<file path="src/sad_block_best_match_macros.svh">
// assertion helpers for the sad block best match design
`ifndef SAD_BLOCK_BEST_MATCH_MACROS_SVH
`define SAD_BLOCK_BEST_MATCH_MACROS_SVH

`ifndef SYNTHESIS

// same-cycle implication, disabled while reset is low
`define SBM_ASSERT_SAME(label, clk, rst_n, ante, cons) \
    label: assert property (@(posedge clk) disable iff (!(rst_n)) (ante) |-> (cons)) \
        else $error("sbm assertion failed");

// next-cycle implication, disabled while reset is low
`define SBM_ASSERT_NEXT(label, clk, rst_n, ante, cons) \
    label: assert property (@(posedge clk) disable iff (!(rst_n)) (ante) |=> (cons)) \
        else $error("sbm assertion failed");

`else

`define SBM_ASSERT_SAME(label, clk, rst_n, ante, cons)
`define SBM_ASSERT_NEXT(label, clk, rst_n, ante, cons)

`endif

`endif

</file>
<file path="src/sbm_pkg.sv">
package sbm_pkg;

    localparam int unsigned BLOCK_HEIGHT = 32;
    localparam int unsigned BLOCK_WIDTH  = 16;
    localparam int unsigned CHANNELS     = 3;

    localparam int unsigned BYTE_W  = 8;
    localparam int unsigned LANES   = 16;
    localparam int unsigned HALF_W  = 64;
    localparam int unsigned SAD_W   = 19;
    localparam int unsigned POS_W   = 12;
    localparam int unsigned VEC_W   = 12;
    localparam int unsigned PIX_MAX = 255;

    localparam int unsigned SAD_MAX_RAW = BLOCK_WIDTH * BLOCK_HEIGHT * PIX_MAX * CHANNELS;
    localparam int unsigned SAD_CAP     = (1 << SAD_W) - 2;

    // largest reachable block sad, capped so that one more still fits the field
    localparam logic [SAD_W-1:0] SAD_MAX =
        SAD_W'((SAD_MAX_RAW > SAD_CAP) ? SAD_CAP : SAD_MAX_RAW);
    localparam logic [SAD_W-1:0] SAD_INIT = SAD_MAX + SAD_W'(1);

endpackage

</file>
<file path="src/sbm_vec_sad.sv">
module sbm_vec_sad (
    input  logic [sbm_pkg::HALF_W-1:0] i_source_low,
    input  logic [sbm_pkg::HALF_W-1:0] i_source_high,
    input  logic [sbm_pkg::HALF_W-1:0] i_candidate_low,
    input  logic [sbm_pkg::HALF_W-1:0] i_candidate_high,
    output logic [sbm_pkg::VEC_W-1:0]  o_vec_sad
);

    logic [2*sbm_pkg::HALF_W-1:0] w_src;
    logic [2*sbm_pkg::HALF_W-1:0] w_cand;
    logic [sbm_pkg::BYTE_W-1:0]   w_diff [16];
    logic [sbm_pkg::BYTE_W:0]     w_s1   [8];
    logic [sbm_pkg::BYTE_W+1:0]   w_s2   [4];
    logic [sbm_pkg::BYTE_W+2:0]   w_s3   [2];

    assign w_src  = {i_source_high, i_source_low};
    assign w_cand = {i_candidate_high, i_candidate_low};

    always_comb begin
        for (int k = 0; k < 16; k++) begin
            if (w_src[k*sbm_pkg::BYTE_W +: sbm_pkg::BYTE_W] >
                w_cand[k*sbm_pkg::BYTE_W +: sbm_pkg::BYTE_W]) begin
                w_diff[k] = w_src[k*sbm_pkg::BYTE_W +: sbm_pkg::BYTE_W]
                          - w_cand[k*sbm_pkg::BYTE_W +: sbm_pkg::BYTE_W];
            end else begin
                w_diff[k] = w_cand[k*sbm_pkg::BYTE_W +: sbm_pkg::BYTE_W]
                          - w_src[k*sbm_pkg::BYTE_W +: sbm_pkg::BYTE_W];
            end
        end
    end

    // balanced adder tree over the 16 lane differences
    always_comb begin
        for (int k = 0; k < 8; k++) begin
            w_s1[k] = {1'b0, w_diff[2*k]} + {1'b0, w_diff[2*k+1]};
        end
        for (int k = 0; k < 4; k++) begin
            w_s2[k] = {1'b0, w_s1[2*k]} + {1'b0, w_s1[2*k+1]};
        end
        for (int k = 0; k < 2; k++) begin
            w_s3[k] = {1'b0, w_s2[2*k]} + {1'b0, w_s2[2*k+1]};
        end
        o_vec_sad = {1'b0, w_s3[0]} + {1'b0, w_s3[1]};
    end

endmodule

</file>
<file path="src/sad_block_best_match.sv">
// an input vector passes the input register and then the result register before its result shows on the outputs
// throughput: one input vector per cycle; an input register and a result
// register part the two sides, so input stalls only while a result waits
// and the vector in the input register ends a block
// reset (synchronous, active low) empties both registers, clears the running
// sad and sets the best sad to its maximum plus one with row and column zero
`include "sad_block_best_match_macros.svh"

module sad_block_best_match (
    input  logic                         i_clk,
    input  logic                         i_rst_n,
    input  logic                         i_in_valid,
    output logic                         o_in_ready,
    input  logic [sbm_pkg::HALF_W-1:0]   i_source_low,
    input  logic [sbm_pkg::HALF_W-1:0]   i_source_high,
    input  logic [sbm_pkg::HALF_W-1:0]   i_candidate_low,
    input  logic [sbm_pkg::HALF_W-1:0]   i_candidate_high,
    input  logic                         i_block_end,
    input  logic                         i_search_end,
    input  logic [sbm_pkg::POS_W-1:0]    i_candidate_row,
    input  logic [sbm_pkg::POS_W-1:0]    i_candidate_col,
    output logic                         o_out_valid,
    input  logic                         i_out_ready,
    output logic [sbm_pkg::SAD_W-1:0]    o_block_sad,
    output logic                         o_new_best,
    output logic                         o_search_done,
    output logic [sbm_pkg::SAD_W-1:0]    o_best_sad,
    output logic [sbm_pkg::POS_W-1:0]    o_best_row,
    output logic [sbm_pkg::POS_W-1:0]    o_best_col
);

    // input register
    logic                       r_in_valid;
    logic [sbm_pkg::HALF_W-1:0] r_source_low;
    logic [sbm_pkg::HALF_W-1:0] r_source_high;
    logic [sbm_pkg::HALF_W-1:0] r_candidate_low;
    logic [sbm_pkg::HALF_W-1:0] r_candidate_high;
    logic                       r_block_end;
    logic                       r_search_end;
    logic [sbm_pkg::POS_W-1:0]  r_candidate_row;
    logic [sbm_pkg::POS_W-1:0]  r_candidate_col;

    // search state
    logic [sbm_pkg::SAD_W-1:0]  r_running_sad;
    logic [sbm_pkg::SAD_W-1:0]  r_best_sad;
    logic [sbm_pkg::POS_W-1:0]  r_best_row;
    logic [sbm_pkg::POS_W-1:0]  r_best_col;
    logic [sbm_pkg::SAD_W-1:0]  n_running_sad;
    logic [sbm_pkg::SAD_W-1:0]  n_best_sad;
    logic [sbm_pkg::POS_W-1:0]  n_best_row;
    logic [sbm_pkg::POS_W-1:0]  n_best_col;

    // result register
    logic                       r_out_valid;
    logic [sbm_pkg::SAD_W-1:0]  r_block_sad;
    logic                       r_new_best;
    logic                       r_search_done;
    logic [sbm_pkg::SAD_W-1:0]  r_out_best_sad;
    logic [sbm_pkg::POS_W-1:0]  r_out_best_row;
    logic [sbm_pkg::POS_W-1:0]  r_out_best_col;

    logic                       w_in_xfer;
    logic                       w_out_free;
    logic                       w_advance;
    logic                       w_emit;
    logic [sbm_pkg::VEC_W-1:0]  w_vec_sad;
    logic [sbm_pkg::SAD_W:0]    w_sum;
    logic [sbm_pkg::SAD_W-1:0]  w_sad;
    logic                       w_better;

    sbm_vec_sad u_vec_sad (
        .i_source_low     (r_source_low),
        .i_source_high    (r_source_high),
        .i_candidate_low  (r_candidate_low),
        .i_candidate_high (r_candidate_high),
        .o_vec_sad        (w_vec_sad)
    );

    // a vector without block end never needs the result register
    assign w_out_free = !r_out_valid || i_out_ready;
    assign w_advance  = r_in_valid && (!r_block_end || w_out_free);
    assign w_emit     = w_advance && r_block_end;
    assign o_in_ready = !r_in_valid || w_advance;
    assign w_in_xfer  = i_in_valid && o_in_ready;

    assign w_sum = {1'b0, r_running_sad}
                 + {{(sbm_pkg::SAD_W + 1 - sbm_pkg::VEC_W){1'b0}}, w_vec_sad};
    assign w_sad = (w_sum > {1'b0, sbm_pkg::SAD_MAX}) ? sbm_pkg::SAD_MAX
                                                        : w_sum[sbm_pkg::SAD_W-1:0];
    assign w_better = w_sad < r_best_sad;

    always_comb begin
        n_running_sad = r_running_sad;
        n_best_sad    = r_best_sad;
        n_best_row    = r_best_row;
        n_best_col    = r_best_col;
        if (w_advance) begin
            if (!r_block_end) begin
                n_running_sad = w_sad;
            end else begin
                n_running_sad = '0;
                if (r_search_end) begin
                    n_best_sad = sbm_pkg::SAD_INIT;
                    n_best_row = '0;
                    n_best_col = '0;
                end else if (w_better) begin
                    n_best_sad = w_sad;
                    n_best_row = r_candidate_row;
                    n_best_col = r_candidate_col;
                end
            end
        end
    end

    always_ff @(posedge i_clk) begin
        if (!i_rst_n) begin
            r_in_valid    <= 1'b0;
            r_out_valid   <= 1'b0;
            r_running_sad <= '0;
            r_best_sad    <= sbm_pkg::SAD_INIT;
            r_best_row    <= '0;
            r_best_col    <= '0;
        end else begin
            if (w_in_xfer) begin
                r_in_valid <= 1'b1;
            end else if (w_advance) begin
                r_in_valid <= 1'b0;
            end
            if (w_emit) begin
                r_out_valid <= 1'b1;
            end else if (i_out_ready) begin
                r_out_valid <= 1'b0;
            end
            r_running_sad <= n_running_sad;
            r_best_sad    <= n_best_sad;
            r_best_row    <= n_best_row;
            r_best_col    <= n_best_col;
        end
    end

    always_ff @(posedge i_clk) begin
        if (w_in_xfer) begin
            r_source_low     <= i_source_low;
            r_source_high    <= i_source_high;
            r_candidate_low  <= i_candidate_low;
            r_candidate_high <= i_candidate_high;
            r_block_end      <= i_block_end;
            r_search_end     <= i_search_end;
            r_candidate_row  <= i_candidate_row;
            r_candidate_col  <= i_candidate_col;
        end
    end

    // result shows the best including this block, before any end-of-search clear
    always_ff @(posedge i_clk) begin
        if (w_emit) begin
            r_block_sad   <= w_sad;
            r_new_best    <= w_better;
            r_search_done <= r_search_end;
            if (w_better) begin
                r_out_best_sad <= w_sad;
                r_out_best_row <= r_candidate_row;
                r_out_best_col <= r_candidate_col;
            end else begin
                r_out_best_sad <= r_best_sad;
                r_out_best_row <= r_best_row;
                r_out_best_col <= r_best_col;
            end
        end
    end

    assign o_out_valid   = r_out_valid;
    assign o_block_sad   = r_block_sad;
    assign o_new_best    = r_new_best;
    assign o_search_done = r_search_done;
    assign o_best_sad    = r_out_best_sad;
    assign o_best_row    = r_out_best_row;
    assign o_best_col    = r_out_best_col;

    `SBM_ASSERT_SAME(a_new_best_sad, i_clk, i_rst_n, o_out_valid && o_new_best,
        o_best_sad == o_block_sad)
    `SBM_ASSERT_SAME(a_kept_best_le, i_clk, i_rst_n, o_out_valid && !o_new_best,
        o_best_sad <= o_block_sad)
    `SBM_ASSERT_NEXT(a_search_clear, i_clk, i_rst_n, w_emit && r_search_end,
        r_best_sad == sbm_pkg::SAD_INIT && r_running_sad == '0 && r_best_row == '0)
    `SBM_ASSERT_NEXT(a_running_cap, i_clk, i_rst_n, w_advance,
        r_running_sad <= sbm_pkg::SAD_MAX)

endmodule

</file>
<file path="config.mk">
export PLATFORM = sky130hd
export DESIGN_NAME = sad_block_best_match
export DESIGN_NICKNAME = d
export VERILOG_FILES = /design/src/sbm_pkg.sv /design/src/sbm_vec_sad.sv /design/src/sad_block_best_match.sv
export VERILOG_INCLUDE_DIRS = /design/src /design/src/src
export SDC_FILE = /design/constraint.sdc
export NUM_CORES = 1
export LEC_CHECK = 0
export BUFFER_PORTS_ARGS = -buffer_cell sky130_fd_sc_hd__buf_2
export CORE_ASPECT_RATIO = 1.4
export CORE_MARGIN = 4
export CORE_UTILIZATION = 55
export CTS_CLUSTER_DIAMETER = 30
export DETAILED_ROUTE_END_ITERATION = 8
export GPL_TIMING_DRIVEN = 0
export PLACE_DENSITY = 0.72
export SYNTH_ARGS = -nofsm -noshare
export SYNTH_HDL_FRONTEND = slang
export SYNTH_SLANG_ARGS = --single-unit
</file>
<file path="constraint.sdc">
create_clock -name i_clk -period 22.8 [get_ports i_clk]
set_input_delay 2.28 -clock i_clk [delete_from_list [all_inputs] [get_ports i_clk]]
set_output_delay 2.28 -clock i_clk [all_outputs]
set_load 0.005 [all_outputs]
</file>
==> reports/results.ini, run 1 <==
[clock_network]
cts_setup_buffers=0
postCtsHoldBufs=0
clk_path_buf_depth=3
path_clk_slew_ns=0.06
cts_num_sinks=410
ctsHtreeMaxLevel=3
cts_resized=0
clock_latency_ns=0.61
numCtsBuffers=76
clockRootBuffer=clkbuf_16
cts_tree=built

[route]
route.antenna.remaining_nets=0
drt-total-wl_um=62500
drt_iter0_drc=694
wl_per_cell_um=17.8
drc=0
via_per_inst=5.34
num_vias=18700
drtPass1Iterations=5

[critical_path]
cp.arrival_ns=13.34
cp_slowest_cell=nor4_1
r2r_setup_slack_ns=9.80
cp_num_cells=45
ff2ff_path_depth=45
endpoint_kind=flip-flop
path_class=flip-flop to flip-flop
crit_path_max_incr_delay_ns=0.61
crit_top_cell=fa_1
startpoint_type=flip-flop
cpLargestDelayFamily=adder cells
required_ns=23.14
path_max_fanout=10
critPathBufInv=8

[floorplanning]
die_area_sq_mm=0.0536
num_rows=96
start_util=0.557
coreArea_sq_mm=0.0492
num_io_pins=352
dieWidth_um=197
die_y_um=272

[worst_hold_path]
holdCritPathClass=flip-flop to flip-flop
min_path_cells=2

[outcome]
status=completed

[layout]
syn_to_final_growth_pct=19.4
final_area_sq_mm=0.0328
fin_nets=3531
final_cells=3511
drive_above_1_share=0.203
fillers=3761

[synth]
syn_inst=2369
synth_top_area_share=0.379
avgSynthCellArea_sq_um=11.6
yosys_warnings=0
yosys.area.top_type=edfxtp_1
ys_types=68
synthesis.area_sq_mm=0.0274
syn_nets=3091
netlist_top_cells_area=edfxtp_1, ha_1, fa_1, inv_1, dfxtp_1
synth_edf_count=346
synthFlopType=edfxtp_1
synthArstFlopShare=0
synth.ff_latch_count=410
ys_seq_area_frac=0.425

[sta]
drv_slew=0
finalHoldViolations=0
tightestPinTransition_ns=0.781
period_minus_slack_ns=13.00
max_slew_margin=0.479
setup_viol_count_final=0
rsz0062_at_grt=false
timing.fmax_ghz=0.0769
tns_ns=0
clock_skew_ns=0.0233
post-route-period-util=0.570

[placement]
gp_congestion=0.911
placed_cell_area_sq_mm=0.0302
io_buffer_count=351
place_hpwl_um=50300
dp_cells=3368

[global_route]
grt_start_max_net_pins=42
antenna_found_initial=3
overflow=0
grt_pass1_vias=20100
grtUsageTotal=0.233
grt_pass1_wl_um=99700

[job]
cap_violations=0

-- logic make-up after synthesis --
logic type / count (synthesis) / share of synthesized area
fa+ha+maj: 436 / 0.240
flops: 410 / 0.425
simple gates: 339 / 0.0644
buf+inv: 494 / 0.0701
xor+xnor: 99 / 0.0316
compound gates: 471 / 0.117
mux: 120 / 0.0522
-- synthesized netlist by cell type, types with 34 or more instances --
cell      count
a21oi_1     114
edfxtp_1    346
xor2_1       34
fa_1        149
a22o_1       35
o21ai_0      74
xnor2_1      65
nor2_1       52
ha_1        287
inv_1       453
dfxtp_1      64
nand2_1      87
mux2_4       40
nor2b_1      73
nand4_1      37
a21o_1       65
mux2i_1      56
-- worst paths after layout --
kind,start,endpoint
worst min-delay path,r_best_sad[18]$_SDFFE_PN1P_,r_best_sad[18]$_SDFFE_PN1P_
worst min register to register,r_best_sad[18]$_SDFFE_PN1P_,r_best_sad[18]$_SDFFE_PN1P_
worst max register to register,r_source_high[58]$_DFFE_PP_,o_best_row[5]$_DFFE_PP_
worst max-delay path,r_source_high[58]$_DFFE_PP_,o_best_row[5]$_DFFE_PP_
-- flip-flops by register name, summed over array words and instances, names as in the netlist, 12 cells and up --
name	flops
r_candidate_high	64
r_candidate_low	64
r_source_high	64
r_source_low	64
o_best_sad	19
o_block_sad	19
r_best_sad	19
r_running_sad	19
o_best_col	12
o_best_row	12
r_best_col	12
r_best_row	12
r_candidate_col	12
r_candidate_row	12
-- placed cells by master, fill, tap and decap left out, types with 22 or more instances in the layout --
master and count:
a211oi_1 22, a21o_1 65, mux2i_1 56, nor2b_1 73, dfxtp_1 64, a21oi_1 114, buf_2 355, nand4_1 37
a22o_1 35, edfxtp_1 346, fa_1 149, o21ai_0 74, clkbuf_1 40, nand2_1 87, clkbuf_16 76, mux2_4 40
xor2_1 34, mux2_2 24, xnor2_1 65, ha_1 287, inv_1 452, nor2_1 52
-- routing by layer --
| layer | routed length [um] | global-route usage | part of all wire | up-vias |
|---|---|---|---|---|
| met1 | 23500 | 0.256 | 0.38 | 9006 |
| met4 | 3250 | 0.124 | 0.052 | 0 |
| met5 | 0 | 0 | 0 | - |
| li1 | - | - | - | 9077 |
| met3 | 3020 | 0.0386 | 0.048 | 163 |
| met2 | 32700 | 0.426 | 0.52 | 497 |
-- final cells by class --
class                   count  area (sq um)  area share
diodes                      3          7.51    0.000229
multi-input cells        1465         13900       0.423
flip-flops and latches    410         11700       0.356
clock inverters            46           483      0.0147
plain buffers              41           223     0.00680
clock buffers              94          2030      0.0619
inverters                 453          1700      0.0519
well taps                 637           797      0.0243
repair buffers            362          1990      0.0608
-- worst register-to-register path, delay by kind of cell (launching register included) --
family | cells | cell delay, ns
fa+ha+maj | 9 | 4.30
simple gates | 12 | 2.96
compound gates | 13 | 2.65
buf+inv | 8 | 1.57
mux | 2 | 0.49
flops | 1 | 0.42
xor+xnor | 1 | 0.36
-- stage by stage --
| stage | setup slack (ns) | utilization | hold WS (ns) |
|---|---|---|---|
| 2_1_floorplan | 5.39 | - | 0.427 |
| 3_3_place_gp | 0.151 | 0.609 | 0.457 |
| 3_5_place_dp | 9.95 | 0.614 | 0.468 |
| 4_1_cts | 9.87 | 0.665 | 0.478 |
| 5_1_grt | 9.01 | 0.665 | 0.494 |
| 6_report | 9.80 | 0.665 | 0.476 |
Power of run 1 is not shown: default switching activity piles up to over one toggle a cycle in this logic, so the estimate is an artifact.
==> run 2: changes to the inputs <==
- clock period: 22.8 -> 12.41 ns (I/O delays scaled with it)
==> run 2 against run 1 <==
  * Final area up 1.3%
  * Sequential cell count unchanged
  * Setup slack lost 9.3 ns
  * Via count is 0.58% higher
  * Register-to-register slack worse by 9.3 ns
  * Cell count increased by 0.34%
  * Critical path type unchanged
  * Critical endpoint is now o_best_sad[3]$_DFFE_PP_
==> reports/results.ini, run 2 (synthesized netlist as in run 1, its figures left out) <==
[outcome]
status=completed

[global_route]
grt_pass1_vias=20100
antenna_found_initial=2
grt_pass1_wl_um=101000
overflow=0
grtUsageTotal=0.236
grt_start_max_net_pins=47

[floorplanning]
num_rows=96
die_area_sq_mm=0.0536
dieWidth_um=197
die_y_um=272
start_util=0.557
num_io_pins=352
coreArea_sq_mm=0.0492

[critical_path]
path_max_fanout=10
cp_slowest_cell=fa_1
startpoint_type=flip-flop
path_class=flip-flop to flip-flop
required_ns=12.76
cp.arrival_ns=12.23
crit_path_max_incr_delay_ns=0.56
crit_top_cell=fa_1
endpoint_kind=flip-flop

[sta]
period_minus_slack_ns=11.88
setup_viol_count_final=0
layout_setup_ws_ns=0.532
tightestPinTransition_ns=0.722
timing.fmax_ghz=0.0842
drv_slew=0
max_slew_margin=0.518
finalHoldViolations=0
post-route-period-util=0.957
clock_skew_ns=0.0223

[clock_network]
clock_latency_ns=0.62
postCtsHoldBufs=0
clockRootBuffer=clkbuf_16
path_clk_slew_ns=0.04
cts_num_sinks=410
clk_path_buf_depth=3
cts_tree=built
ctsHtreeMaxLevel=3
numCtsBuffers=81

[layout]
layout_commonest_cell=inv_1
layout_common_cells=inv_1, buf_2, edfxtp_1, ha_1, fa_1
final_cells=3523
fillers=3684
syn_to_final_growth_pct=20.9
fin_util=0.674
fin_nets=3538
drive_above_1_share=0.219

[route]
num_vias=18900
wl_per_cell_um=18.1
via_per_inst=5.35
drc=0
route.antenna.remaining_nets=0
drtPass1Iterations=5
drt-total-wl_um=63800
drt_iter0_drc=779

[placement]
dp_cells=3369
io_buffer_count=351
gp_congestion=0.913
pre_cts_slack_ns=-0.475
place_hpwl_um=51200

[job]
cap_violations=0

[worst_hold_path]
holdCritPathClass=flip-flop to flip-flop

-- run 2: cell types whose count changed in the layout (fill, tap and decap cells not counted), sizes merged --
cell and delta:
buf +3, clkinv +10, clkinvlp +5, inv -1
a21oi +1, diode -1, clkbuf -5
-- run 2: final cells by class --
cell class | instances | area (sq um) | area share
Multi-Input combinational cell | 1466 | 14000 | 0.422
Clock inverter | 60 | 623 | 0.0188
Sequential cell | 410 | 11700 | 0.352
Clock buffer | 91 | 2110 | 0.0635
Timing Repair Buffer | 365 | 2040 | 0.0615
Antenna cell | 2 | 5.00 | 0.000151
Inverter | 453 | 1700 | 0.0512
Tap cell | 637 | 797 | 0.0240
Buffer | 39 | 234 | 0.00705
-- run 2: metrics by stage --
| step | TNS, ns | cell area (sq um) | hold WS (ns) |
|---|---|---|---|
| 2_1_floorplan | 0 | 27400 | 0.427 |
| 3_3_place_gp | -326.73 | 30000 | 0.457 |
| 3_5_place_dp | -29.55 | 30300 | 0.467 |
| 4_1_cts | 0 | 33000 | 0.478 |
| 5_1_grt | -0.535 | 33200 | 0.498 |
| 6_report | 0 | 33200 | 0.477 |
-- run 2: per-layer routing --
layer / vias up / track usage / share of wire / routed length (um)
met3: 121 / 0.0354 / 0.049 / 3100
met1: 9100 / 0.259 / 0.37 / 23700
met4: 0 / 0.0988 / 0.037 / 2370
met2: 535 / 0.447 / 0.54 / 34700
met5: - / 0 / 0 / 0
li1: 9095 / - / - / -
-- run 2: worst max-delay path, delay by kind of cell, from the launching register on --
| kind | cells | cell delay, ns |
|---|---|---|
| adders and majority gates | 10 | 4.63 |
| DFF | 1 | 0.39 |
| and+or+nand+nor | 8 | 1.84 |
| AOI/OAI and AO/OA | 19 | 3.65 |
| muxes | 1 | 0.31 |
| buffers and inverters | 4 | 0.44 |
| xor gates and xnor gates | 1 | 0.32 |
-- run 2: path summary, 6_finish.rpt --
check / startpoint / end / slack [ns] / cells past startpoint
max: r_candidate_high[56]$_DFFE_PP_ / o_best_sad[3]$_DFFE_PP_ / 0.53 / 43
max reg2reg: r_candidate_high[56]$_DFFE_PP_ / o_best_sad[3]$_DFFE_PP_ / 0.53 / 43
min: r_best_sad[0]$_SDFFE_PN1P_ / r_best_sad[0]$_SDFFE_PN1P_ / 0.48 / 2
min reg2reg: r_best_sad[0]$_SDFFE_PN1P_ / r_best_sad[0]$_SDFFE_PN1P_ / 0.48 / 2
-- run 2: timing repair --
item                                   4_1_cts  5_1_grt
pin swaps                                    1        7
setup endpoints to repair                   87       87
endpoints found under the hold margin        0        0
setup buffers                                0        2
resized for setup                            6       50
cloned                                       0        1
Power of run 2 is left out for the same reason.
